### src/rtl/core/grc_pkg.sv
// Shared types and constants for the grid ray-cast column block.
// Holds the channel payload structs, register and face codes and divider sizes.
// No dependencies.
package grc_pkg;

    // Input command codes
    localparam logic OP_WRITE = 1'b0;
    localparam logic OP_CAST  = 1'b1;

    // Configuration register indexes
    localparam logic [2:0] REG_POS_X    = 3'd0;
    localparam logic [2:0] REG_POS_Y    = 3'd1;
    localparam logic [2:0] REG_DIR_X    = 3'd2;
    localparam logic [2:0] REG_DIR_Y    = 3'd3;
    localparam logic [2:0] REG_PLANE_X  = 3'd4;
    localparam logic [2:0] REG_PLANE_Y  = 3'd5;
    localparam logic [2:0] REG_SCREEN_W = 3'd6;
    localparam logic [2:0] REG_SCREEN_H = 3'd7;

    // Wall face codes
    localparam logic [1:0] FACE_WEST  = 2'd0;
    localparam logic [1:0] FACE_EAST  = 2'd1;
    localparam logic [1:0] FACE_NORTH = 2'd2;
    localparam logic [1:0] FACE_SOUTH = 2'd3;

    // Datapath widths
    localparam int ONE_Q16  = 65536;
    localparam int CAM_W    = 30;   // camera offset, signed Q16
    localparam int PROD_W   = 49;   // plane times camera product
    localparam int RD_W     = 34;   // ray direction, signed Q16
    localparam int DELTA_W  = 41;   // delta distance, up to 2^40
    localparam int SD_W     = 52;   // accumulated side distance
    localparam int CELL_W   = 10;   // signed map coordinate
    localparam int NUM_W    = 28;   // signed offset to crossed grid line

    // Shared divider sizes
    localparam int DIV_NW = 42;
    localparam int DIV_DW = 34;
    localparam int DIV_CW = $clog2(DIV_NW + 1);

    typedef struct packed {
        logic        op;
        logic [5:0]  cell_x;
        logic [5:0]  cell_y;
        logic        wall;
        logic [10:0] column;
    } cmd_t;

    typedef struct packed {
        logic [10:0] out_column;
        logic        hit;
        logic [1:0]  face;
        logic [23:0] perp_dist;
        logic [15:0] line_height;
        logic [10:0] draw_start;
        logic [10:0] draw_end;
        logic [5:0]  tex_x;
        logic [21:0] tex_step;
        logic [31:0] tex_pos;
    } res_t;

    typedef struct packed {
        logic [2:0]  index;
        logic [21:0] value;
    } cfg_t;

    typedef struct packed {
        logic              start;
        logic [DIV_NW-1:0] dividend;
        logic [DIV_DW-1:0] divisor;
    } div_req_t;

    typedef struct packed {
        logic              busy;
        logic              done;
        logic [DIV_NW-1:0] quot;
    } div_rsp_t;

endpackage

### src/rtl/core/grc_div.sv
// Shared restoring divider, one quotient bit per cycle.
// Depends on grc_pkg for request and response structs.
module grc_div
    import grc_pkg::*;
(
    input  logic     clk,
    input  logic     rst_n,
    input  div_req_t req,
    output div_rsp_t rsp
);
    logic [DIV_NW-1:0] dvd_reg;
    logic [DIV_DW-1:0] dsr_reg;
    logic [DIV_DW-1:0] rem_reg;
    logic [DIV_CW-1:0] cnt_reg;
    logic              busy_reg;
    logic              done_reg;
    logic [DIV_DW:0]   trial;
    logic [DIV_DW:0]   diff;
    logic              ge;

    // Shift in the next dividend bit and try a subtract
    always_comb
    begin
        trial = {rem_reg, dvd_reg[DIV_NW-1]};
        diff  = trial - {1'b0, dsr_reg};
        ge    = trial >= {1'b0, dsr_reg};
    end

    // Control: count the iterations
    always_ff @(posedge clk or negedge rst_n)
    begin
        if (!rst_n)
        begin
            busy_reg <= 1'b0;
            done_reg <= 1'b0;
            cnt_reg  <= '0;
        end
        else if (req.start)
        begin
            busy_reg <= 1'b1;
            done_reg <= 1'b0;
            cnt_reg  <= DIV_CW'(DIV_NW);
        end
        else if (busy_reg)
        begin
            cnt_reg <= cnt_reg - 1'b1;
            if (cnt_reg == DIV_CW'(1))
            begin
                busy_reg <= 1'b0;
                done_reg <= 1'b1;
            end
        end
        else
        begin
            done_reg <= 1'b0;
        end
    end

    // Datapath: remainder and quotient shift
    always_ff @(posedge clk)
    begin
        if (req.start)
        begin
            dvd_reg <= req.dividend;
            dsr_reg <= req.divisor;
            rem_reg <= '0;
        end
        else if (busy_reg)
        begin
            rem_reg <= ge ? diff[DIV_DW-1:0] : trial[DIV_DW-1:0];
            dvd_reg <= {dvd_reg[DIV_NW-2:0], ge};
        end
    end

    assign rsp = '{busy: busy_reg, done: done_reg, quot: dvd_reg};
endmodule

### config.mk
export PLATFORM = sky130hd
export DESIGN_NAME = grc_div
export DESIGN_NICKNAME = d
export VERILOG_FILES = /design/src/rtl/core/grc_pkg.sv /design/src/rtl/core/grc_div.sv
export SDC_FILE = /design/constraint.sdc
export NUM_CORES = 1
export LEC_CHECK = 0
export BUFFER_PORTS_ARGS = -buffer_cell sky130_fd_sc_hd__clkbuf_2
export CORE_MARGIN = 5
export CORE_UTILIZATION = 57
export DETAILED_ROUTE_END_ITERATION = 6
export GPL_ROUTABILITY_DRIVEN = 0
export PLACE_DENSITY = 0.84
export SYNTH_ARGS = -nofsm -noshare
export SYNTH_HDL_FRONTEND = slang
export SYNTH_SLANG_ARGS = --single-unit
### constraint.sdc
create_clock -name clk -period 3.8 [get_ports clk]
set_input_delay 0.19 -clock clk [delete_from_list [all_inputs] [get_ports clk]]
set_output_delay 0.19 -clock clk [all_outputs]
set_load 0.01 [all_outputs]
Word-level counts from Yosys, hierarchy flattened
Index checks and enable logic that the tools add are counted.
- add/sub/neg operators: 2
- order comparisons: 1
- equality and inequality tests: 2
- mux-type cells: 11
- reduce and logical (&&, ||, !) cells: 1
- operator list (cell ; number):
    42-bit two-way mux ; 2
    35-bit by 34-bit greater-or-equal comparator with 1-bit output ; 1
    34-bit two-way mux ; 1
    34-bit subtractor ; 1
    6-bit two-way mux ; 2
    6-bit by 1-bit equality test with 1-bit output (second input constant) ; 1
    1-bit two-way mux ; 6
    6-bit by 1-bit subtractor with 6-bit output (second input constant) ; 1
    3-bit by 2-bit != test with 1-bit output (second input constant) ; 1
    2-bit nonzero test ; 1
- register bits: 118
- input bits: 79
- output and inout port bits: 44
- logic and storage cells: 23

Logic depth before layout (Yosys ltp)
Gate-level depths: netlist of the first run.
- depth after elaboration: 4
- gate-level depth with buffers: 13
- depth with buffers taken out: 11

Worst setup path before layout of the first run
No wires, ideal clock.
- path kind: register to register
- from: register dsr_reg[8]
- to: register rem_reg[23]
- library setup time: 88 ps
- arrival: 2516 ps
- data required time: 3712 ps
- slack: 1196 ps
- stages on the path, launching flop included: 11
- path buffers: 0
- clock period less this slack: 2604 ps
- path through: edfxtp_1 inv_1 ha_1 nand3_2 or4b_1 a21oi_2 o21ai_2 a211oi_1 nor3_1 or3_1 a311oi_2
- word-level cells in the longest chain between the ends: 2
- elaborated cells between the ends (all ways): 3
- those cells by class: 1 x add/sub; 1 x order compare; 1 x mux
- ends and longest elaborated chain (what ; RTL line ; source):
    from (decl) ; grc_div.sv:12 ; logic [DIV_DW-1:0] dsr_reg;
    from (signal assigned) ; grc_div.sv:65 ; dsr_reg <= req.divisor;
    34-bit subtractor or 35-bit by 34-bit greater-or-equal comparator with 1-bit output (tied branches) ; grc_div.sv:25, grc_div.sv:26 ;
    34-bit two-way mux (*) ; grc_div.sv:70 ; rem_reg <= ge ? diff[DIV_DW-1:0] : trial[DIV_DW-1:0];
    to (signal assigned) ; grc_div.sv:70 ;
    to (decl) ; grc_div.sv:13 ; logic [DIV_DW-1:0] rem_reg;
Every way passes the cells marked *; elsewhere a longest branch is shown, timed or not.
A chain may end at the register's enable or synchronous reset.

Worst setup path after layout of the first run
- from: register dsr_reg[8]
- to: register rem_reg[21]
Same word-level chain as after synthesis.

==> results.json, run 1 <==
{
  "wl_um": 16800,
  "vias_in_the_first_global_route": 5767,
  "worst_setup_hold_path_clk_slew_ps": 60,
  "fillCellCount": 861,
  "final.period_utilization_pct": 84.4,
  "fp.coreArea_mm2": 0.0119,
  "via_count": 5689,
  "synth.largest_area_cell": "edfxtp_1",
  "detailed_place_hpwl_um": 12000,
  "ctsHtreeMaxLevel": 4,
  "dieWidth_um": 120,
  "rsz_0062_raised_after_global_routing": "no",
  "synth_top_cell_area_share_pct": 33.4,
  "critical_path_required_ps": 4070,
  "clock_power_share_pct": 34.0,
  "crit_path_max_incr_delay_ps": 560,
  "min_delay_path_depth": 2,
  "antenna_violations_before_repair": 0,
  "maximum_number_of_pins_on_one_net_before_global_route_repair": 43,
  "ioPinCount": 123,
  "min_path_type": "in -> reg",
  "avgViaCountPerCell": 5.83,
  "grt_use_total_pct": 24.3,
  "criticalPathCategory": "reg -> reg",
  "synth.yosys.seq_area_share_pct": 46.2,
  "clock_insertion_delay_worst_skew_ps": 420,
  "holdCritStartpoint": "req[68]",
  "worst-r2r-setup-slack_ps": 590,
  "synth.cells.most_frequent": "edfxtp_1, inv_1, nand2_1, nor2_1, mux2_2",
  "synth-warning-count": 0,
  "switching_power_summed_over_all_nets_mw": 1.52,
  "setup.worst_path.start_class": "flip-flop",
  "syn_avg_cell_area_um2": 10.3,
  "clock_sinks": 118,
  "drc": 0,
  "max_slew.worst_pin.slew_ps": 975,
  "reg2regPathDepth": 10,
  "grt_remaining_overflow": 0,
  "tritoncts": "built",
  "postSynthCellCount": 664,
  "synth.area.top_cells": "edfxtp_1, dfxtp_1, mux2_2, ha_1, dfrtp_1",
  "starting_density_pct": 57.4,
  "share_comb_of_total_power_pct": 30.1,
  "fin_skew_ps": 8.79,
  "grt_pass1_wl_um": 28000,
  "power.density_mw_per_mm2": 548,
  "final_period_minus_worst_setup_slack_ps": 3210,
  "rel_slew_slack_pct": 35.0,
  "layout.nets": 932,
  "drv_cap": 0,
  "timing.critical_path.slowest_stage_cell": "or4b_1",
  "synth_area_mm2": 0.00684,
  "synth_top_flop_cell": "edfxtp_1",
  "yosysMostFrequentCell": "edfxtp_1",
  "syn_nets": 780,
  "async_reset_ff_share_pct": 6.78,
  "vdd_drop_max_v": 0.000372,
  "tritoncts.num_buffers": 17,
  "drt.antenna.violating_nets": 0,
  "synth_cell_types": 65,
  "largest_register_ff_count": 42,
  "firstDrtPassIters": 5,
  "flip_flop_and_latch_count_after_synthesis": 118,
  "ctsLongestPathBuffers": 2,
  "wl_per_cell_um": 17.2,
  "worst_setup_slack_post_dpl_ps": 692,
  "critPathMaxFanout": 8,
  "floorplan.die.height_um": 120,
  "root_buffer": "clkbuf_16",
  "die_outline_area_mm2": 0.0143,
  "crit-reg2reg-launch": "dsr_reg[8]",
  "dr.first_iter.drc_count": 389,
  "io_buffers": 122,
  "switching_share_of_total_power_pct": 32.7,
  "sequential_share_of_power_pct": 35.9,
  "p_int_mw": 3.13,
  "drv_slew": 0,
  "final_critical_path_setup_slack_ps": 594,
  "num_rows": 40,
  "reg2reg_to": "rem_reg[21]",
  "outcome": "complete, no violations",
  "synth-edff-count": 76,
  "end_kind": "flip-flop",
  "post_cts.resized_instances": 0,
  "critical_path.cell_chain": "inv_1 -> ha_1 -> nand3_2 -> or4b_1 -> a21oi_2 -> o21ai_0 -> a21boi_0 -> nor2_1 -> o311ai_0 -> o221ai_1",
  "crit_arrival_ps": 3480,
  "tns_ps": 0,
  "antennaDiodeCount": 0,
  "leakage_nw": 3.69,
  "setup_viol": 0,
  "worst_hold_path.endpoint": "dvd_reg[34]",
  "drive_above_1_share_pct": 26.1,
  "final_hold_viol_count": 0,
  "area_growth_syn_to_layout_pct": 23.9,
  "final.hold.worst_slack_ps": 69.7,
  "f_max_mhz": 312,
  "post-route-util_pct": 71.2
}
==> worst max path at each step <==
stage / startpoint / to / slack [ps]
after floorplan: dsr_reg[8] / rem_reg[23] / 1200
after global placement: dsr_reg[8] / rem_reg[28] / 790
after detailed placement: dsr_reg[8] / rem_reg[21] / 690
after CTS: dsr_reg[8] / rem_reg[30] / 660
after global routing: dsr_reg[8] / rem_reg[30] / 360
final: dsr_reg[8] / rem_reg[21] / 590
==> stage by stage <==
| stage | cell area [µm²] | instances | total power [mW] |
|---|---|---|---|
| 3_3_place_gp | 7540 | 909 | 2.98 |
| 6_report | 8480 | 976 | 4.65 |
| 3_5_place_dp | 7540 | 909 | 3.03 |
| 5_1_grt | 8480 | 976 | 4.90 |
| 2_1_floorplan | 6840 | 664 | 2.69 |
| 4_1_cts | 8480 | 976 | 4.64 |
==> metal layers <==
layer	track usage, %	vias to the layer above	wire length, µm
li1	-	2768	-
met1	29.7	2664	6980
met2	40.5	221	8100
met3	8.20	36	1400
met4	7.66	0	333
met5	0	-	0
==> placed cells by master, fill, tap and decap left out, types with 6 or more instances in the layout <==
cell             n
dfxtp_1         34
clkbuf_2       121
dfrtp_1          8
nor3_1          10
a21o_1          16
a21oi_1         37
mux2_2          42
or3_1            8
nor2b_1          7
buf_4            9
o211ai_1         6
xor2_1          13
o21a_1           8
dlygate4sd3_1   35
edfxtp_1        76
a31oi_1          9
clkbuf_16       17
o21ai_0         33
nand4_1          9
nand2_1         46
nand2b_1        11
nand3_1         13
ha_1            36
inv_1           47
nor2_1          46
mux2i_1         16
a211oi_1        18
xnor2_1         14
a32oi_1          7
==> critical path: cells and delay by family, from the launching register on <==
| family | cells | cell delay (ps) |
|---|---|---|
| AO/OA/AOI/OAI | 5 | 1510 |
| adder cells (fa/ha/maj) | 1 | 400 |
| AND/OR/NAND/NOR | 3 | 790 |
| buffers and inverters | 1 | 40 |
| flip-flops | 1 | 320 |
==> area by class of cell <==
cell class / count / area, µm² / area share, %
repair buffers: 165 / 1020 / 12.1
multi-input cells: 467 / 3350 / 39.5
inverters: 47 / 176 / 2.08
well taps: 147 / 184 / 2.17
flip-flops and latches: 118 / 3160 / 37.3
clock inverters: 14 / 153 / 1.80
clock buffers: 18 / 429 / 5.06
==> kinds of logic after synthesis <==
| group | synth area share (%) |
|---|---|
| XOR/XNOR | 3.46 |
| adder cells (fa/ha/maj) | 6.88 |
| buffers and inverters | 4.81 |
| flip-flops | 46.2 |
| AND/OR/NAND/NOR | 12.5 |
| AO/OA/AOI/OAI | 16.9 |
| multiplexers | 9.26 |
==> power groups by stage <==
stage	clock [mW]	sequential, mW	combinational, mW
final	1.58	1.67	1.40
after CTS	1.59	1.67	1.39
after global routing	1.66	1.69	1.55
after floorplan	0	1.68	1.01
after global placement	0	1.68	1.30
after detailed placement	0	1.69	1.34
==> repair_timing <==
item                      in CTS  in global routing
hold endpoints to repair      42                  0
buffers inserted               0                  0
hold buffers                  35                  0
(Power assumes the default switching activity.)
==> inputs of run 2 (changes only) <==
==> constraint.sdc (replaced) <==
create_clock -name clk -period 3.1 [get_ports clk]
set_input_delay 0.155 -clock clk [delete_from_list [all_inputs] [get_ports clk]]
set_output_delay 0.155 -clock clk [all_outputs]
set_load 0.01 [all_outputs]
==> results.json, run 2 (synthesis gave the netlist of run 1 again) <==
{
  "root_buffer": "clkbuf_16",
  "dr.first_iter.drc_count": 403,
  "clock_insertion_delay_worst_skew_ps": 420,
  "vias_in_the_first_global_route": 5977,
  "maximum_number_of_pins_on_one_net_before_global_route_repair": 48,
  "rel_slew_slack_pct": 59.9,
  "dieWidth_um": 120,
  "crit_path_max_incr_delay_ps": 560,
  "clock_sinks": 118,
  "critical_path.cell_chain": "inv_1 -> ha_2 -> nand3_2 -> or4b_1 -> a21oi_2 -> o21ai_2 -> o21ai_4 -> a21o_2 -> buf_4 -> nand2_4 -> o21ai_0",
  "end_kind": "flip-flop",
  "firstDrtPassIters": 5,
  "final_period_minus_worst_setup_slack_ps": 2960,
  "ioPinCount": 123,
  "outcome": "complete, no violations",
  "cpLargestDelayFamily": "compound AO/OA/AOI/OAI gates",
  "cts_setup_buffers": 0,
  "io_buffers": 122,
  "fillCellCount": 851,
  "final_cells": 987,
  "antenna_violations_before_repair": 0,
  "leakage_nw": 3.75,
  "die_outline_area_mm2": 0.0143,
  "setup.worst_path.start_class": "flip-flop",
  "min_path_type": "in -> reg",
  "antennaDiodeCount": 0,
  "num_rows": 40,
  "critPathMaxFanout": 14,
  "fin_skew_ps": 7.90,
  "timing.critical_path.slowest_stage_cell": "or4b_1",
  "mostFrequentLayoutCells": "clkbuf_2, edfxtp_1, inv_1",
  "worst_setup_hold_path_clk_slew_ps": 60,
  "final.period_utilization_pct": 95.4,
  "ctsLongestPathBuffers": 2,
  "avgViaCountPerCell": 5.95,
  "ctsHtreeMaxLevel": 4,
  "timing.critical_path.buf_inv": 2,
  "grt_remaining_overflow": 0,
  "grt_use_total_pct": 24.8,
  "f_max_mhz": 338,
  "tritoncts": "built",
  "setup_viol": 0,
  "detailed_place_hpwl_um": 12300,
  "critical_path_required_ps": 3430,
  "drv_cap": 0,
  "wl_per_cell_um": 17.8,
  "crit_arrival_ps": 3280,
  "mostFrequentLayoutCell": "clkbuf_2",
  "drt.antenna.violating_nets": 0,
  "floorplan.die.height_um": 120,
  "final_hold_viol_count": 0,
  "drv_slew": 0,
  "starting_density_pct": 57.4,
  "power.density_mw_per_mm2": 683,
  "vdd_drop_max_v": 0.000448,
  "drive_above_1_share_pct": 27.6,
  "largest_register_ff_count": 42,
  "tns_ps": 0,
  "criticalPathCategory": "reg -> reg",
  "wl_um": 17500,
  "tritoncts.num_buffers": 17,
  "grt_pass1_wl_um": 28500,
  "dp_cell_count": 920,
  "via_count": 5871,
  "layout.nets": 943,
  "area_growth_syn_to_layout_pct": 25.8,
  "drc": 0,
  "fp.coreArea_mm2": 0.0119,
  "max_slew.worst_pin.slew_ps": 602,
  "rsz_0062_raised_after_global_routing": "no"
}
-- run 2: what timing repair did --
| item | 4_1_cts | 5_1_grt |
|---|---|---|
| resized for setup | 0 | 5 |
| hold endpoints to repair | 42 | 0 |
| hold buffers | 35 | 0 |
| setup endpoints to repair | 0 | 6 |
-- run 2: final cells by class --
cell class              instances  area (µm²)  area share [%]
clock buffers                  20         467            5.42
clock inverters                12         143            1.66
inverters                      47         176            2.05
multi-input cells             467        3370            39.1
flip-flops and latches        118        3160            36.7
well taps                     147         184            2.14
repair buffers                176        1110            12.8
-- run 2: power by group --
| group | leakage [nW] | internal (mW) | switching (mW) | total, mW |
|---|---|---|---|---|
| clock | 0.286 | 1.26 | 0.744 | 2.00 |
| combinational | 2.32 | 0.802 | 1.02 | 1.82 |
| sequential | 1.15 | 1.90 | 0.150 | 2.05 |
-- run 2: worst register-to-register path: stages, from the launching register on --
cell and delay, ps:
edfxtp_1 330, inv_1 50, ha_2 390, nand3_2 130
or4b_1 560, a21oi_2 180, o21ai_2 140, o21ai_4 250
a21o_2 190, buf_4 240, nand2_4 170, o21ai_0 250
-- run 2: per-stage QoR --
step / hold WS (ps) / setup slack (ps) / instance area (µm²) / utilization (%) / total power, mW
4_1_cts: 25.0 / 49.1 / 8590 / 72.1 / 5.85
3_3_place_gp: 5.31 / 207 / 7630 / 64.0 / 3.73
2_1_floorplan: -141 / 496 / 6840 / - / 3.30
3_5_place_dp: 7.01 / 138 / 7630 / 64.0 / 3.80
6_report: 36.9 / 143 / 8610 / 72.3 / 5.88
5_1_grt: 21.0 / 15.6 / 8610 / 72.3 / 6.17
-- run 2: worst paths after layout --
kind | endpoint | start | slack [ps] | cells past startpoint
hold reg to reg | rem_reg[8] | rem_reg[8] | 500 | 2
setup reg to reg | rem_reg[30] | dsr_reg[8] | 140 | 11
hold / removal | dvd_reg[33] | req[67] | 40 | 2
setup / recovery | rem_reg[30] | dsr_reg[8] | 140 | 11
min in group asynchronous | cnt_reg[1] | rst_n | 130 | 2
max in group asynchronous | cnt_reg[0] | rst_n | 2790 | 2
-- run 2: routing by layer --
metal | part of all wire, % | track usage (%) | up-vias | wire length (µm)
met3 | 8.3 | 8.58 | 45 | 1450
met2 | 49 | 42.2 | 266 | 8590
met5 | 0 | 0 | - | 0
met4 | 2.5 | 8.88 | 0 | 432
li1 | - | - | 2792 | -
met1 | 40 | 29.2 | 2768 | 7070
==> inputs of run 3 (changes only) <==
--- a/config.mk
+++ b/config.mk
@@ -5,12 +5,12 @@
 export SDC_FILE = /design/constraint.sdc
 export NUM_CORES = 1
 export LEC_CHECK = 0
-export BUFFER_PORTS_ARGS = -buffer_cell sky130_fd_sc_hd__clkbuf_2
+export BUFFER_PORTS_ARGS = -buffer_cell sky130_fd_sc_hd__buf_4
 export CORE_MARGIN = 5
 export CORE_UTILIZATION = 57
 export DETAILED_ROUTE_END_ITERATION = 6
 export GPL_ROUTABILITY_DRIVEN = 0
-export PLACE_DENSITY = 0.84
+export PLACE_DENSITY_LB_ADDON = 0.3
 export SYNTH_ARGS = -nofsm -noshare
 export SYNTH_HDL_FRONTEND = slang
 export SYNTH_SLANG_ARGS = --single-unit
==> results.json, run 3 (synthesis gave the netlist of run 1 again) <==
{
  "worst_setup_hold_path_clk_slew_ps": 60,
  "final.hold.worst_slack_ps": 29.6,
  "drt.antenna.violating_nets": 0,
  "largest_register_ff_count": 42,
  "fillCellCount": 826,
  "crit_arrival_ps": 3330,
  "power.density_mw_per_mm2": 644,
  "worst_setup_slack_post_dpl_ps": 165,
  "finalInstanceArea_mm2": 0.00890,
  "final_cells": 991,
  "worstSetupPathDepth": 9,
  "final_critical_path_setup_slack_ps": 107,
  "tns_ps": 0,
  "ioPinCount": 123,
  "drv_cap": 0,
  "f_max_mhz": 334,
  "crit_path_max_incr_delay_ps": 460,
  "final_hold_viol_count": 0,
  "vias_in_the_first_global_route": 5982,
  "root_buffer": "clkbuf_16",
  "die_outline_area_mm2": 0.0143,
  "vdd_drop_max_v": 0.000469,
  "grt_pass1_wl_um": 28700,
  "io_buffers": 122,
  "dieWidth_um": 120,
  "timing.critical_path.buf_inv": 1,
  "dp_cell_count": 923,
  "grt_remaining_overflow": 0,
  "mostFrequentLayoutCells": "buf_4, edfxtp_1, inv_1",
  "reg2regPathDepth": 9,
  "rel_slew_slack_pct": 44.3,
  "criticalPathCategory": "reg -> reg",
  "post-route-util_pct": 74.7,
  "drt-met1-wl_um": 7070,
  "area_growth_syn_to_layout_pct": 30.1,
  "antenna_violations_before_repair": 0,
  "starting_density_pct": 57.4,
  "outcome": "complete, no violations",
  "ctsHtreeMaxLevel": 4,
  "min_path_type": "in -> reg",
  "fp.coreArea_mm2": 0.0119,
  "firstDrtPassIters": 7,
  "maximum_number_of_pins_on_one_net_before_global_route_repair": 43,
  "grt_use_total_pct": 24.9,
  "cp-endpoint": "rem_reg[23]",
  "crit_path_most_repeated_cell": "or3_1",
  "setup.worst_path.start_class": "flip-flop",
  "tritoncts.num_buffers": 17,
  "drv_slew": 0,
  "first_element_of_the_critical_path": "rem_reg[23]",
  "tritoncts": "built",
  "antennaDiodeCount": 0,
  "max_slew.worst_pin.slew_ps": 836,
  "layout.nets": 947,
  "final.period_utilization_pct": 96.6,
  "floorplan.die.height_um": 120,
  "mostFrequentLayoutCell": "buf_4",
  "timing.critical_path.slowest_stage_cell": "or3_1",
  "wl_um": 17300,
  "dr.first_iter.drc_count": 485,
  "cpLargestDelayFamily": "simple AND/OR/NAND/NOR gates",
  "clock_insertion_delay_worst_skew_ps": 430,
  "final_period_minus_worst_setup_slack_ps": 2990,
  "end_kind": "flip-flop",
  "num_rows": 40,
  "drive_above_1_share_pct": 28.2,
  "highest-signal-layer": "met4",
  "detailed_place_hpwl_um": 12000,
  "critical_path.cell_chain": "ha_1 -> nand4_1 -> or3_1 -> or3_1 -> o21ai_4 -> a21oi_2 -> buf_4 -> or3_1 -> a311oi_2",
  "clock_sinks": 118,
  "critical_path_required_ps": 3440,
  "rsz_0062_raised_after_global_routing": "no",
  "detailroute.wirelength.met3_um": 1720,
  "via_count": 5837,
  "fin_skew_ps": 12.0,
  "worst-r2r-setup-slack_ps": 110,
  "leakage_nw": 3.83,
  "critPathMaxFanout": 14,
  "reg2reg_to": "rem_reg[23]",
  "crit-reg2reg-launch": "rem_reg[23]",
  "drc": 0,
  "totalPowerFinal_mw": 5.73,
  "wl_per_cell_um": 17.5,
  "met2_wirelength_um": 8200,
  "ctsLongestPathBuffers": 2,
  "placedInstanceArea_mm2": 0.00797,
  "avgViaCountPerCell": 5.89,
  "setup_viol": 0
}
==> run 3: cell types whose count changed in the layout (fill, tap and decap cells not counted), sizes merged <==
cell and change:
bufinv -2, inv -1, clkbuf -122, clkinvlp -1, clkinv +5, buf +125
==> run 3: final cells by class <==
| class | count | area [µm²] | area share, % |
|---|---|---|---|
| Inverter | 47 | 176 | 1.98 |
| Multi-Input combinational cell | 467 | 3370 | 37.9 |
| Clock inverter | 13 | 98.8 | 1.11 |
| Sequential cell | 118 | 3160 | 35.6 |
| Timing Repair Buffer | 180 | 1450 | 16.3 |
| Tap cell | 147 | 184 | 2.07 |
| Clock buffer | 19 | 453 | 5.09 |
==> run 3: power breakdown <==
group	leakage (nW)	switching, mW	internal, mW
combinational	2.42	1.00	0.868
clock	0.266	0.742	1.07
sequential	1.15	0.150	1.90
==> run 3: worst min-delay path by stage <==
stage / from / end / slack (ps) / cells after the start
6_report: req[76] / rem_reg[32] / 30 / 2
5_1_grt: req[44] / dvd_reg[10] / 20 / 2
4_1_cts: req[76] / rem_reg[32] / 10 / 2
3_5_place_dp: rst_n / done_reg / -20 / 1
3_3_place_gp: rst_n / cnt_reg[4] / -20 / 1
2_1_floorplan: rst_n / busy_reg / -140 / 0
==> run 3: timing repair <==
item | CTS | global route
resized for setup | 0 | 8
endpoints found under the setup margin | 0 | 22
hold buffers | 35 | 0
setup buffers | 0 | 1
endpoints found under the hold margin | 42 | 0
==> run 3: layer usage <==
| metal | track usage [%] | vias up |
|---|---|---|
| met2 | 41.3 | 270 |
| met1 | 30.5 | 2745 |
| met5 | 0 | - |
| met4 | 8.23 | 0 |
| met3 | 8.62 | 32 |
| li1 | - | 2790 |
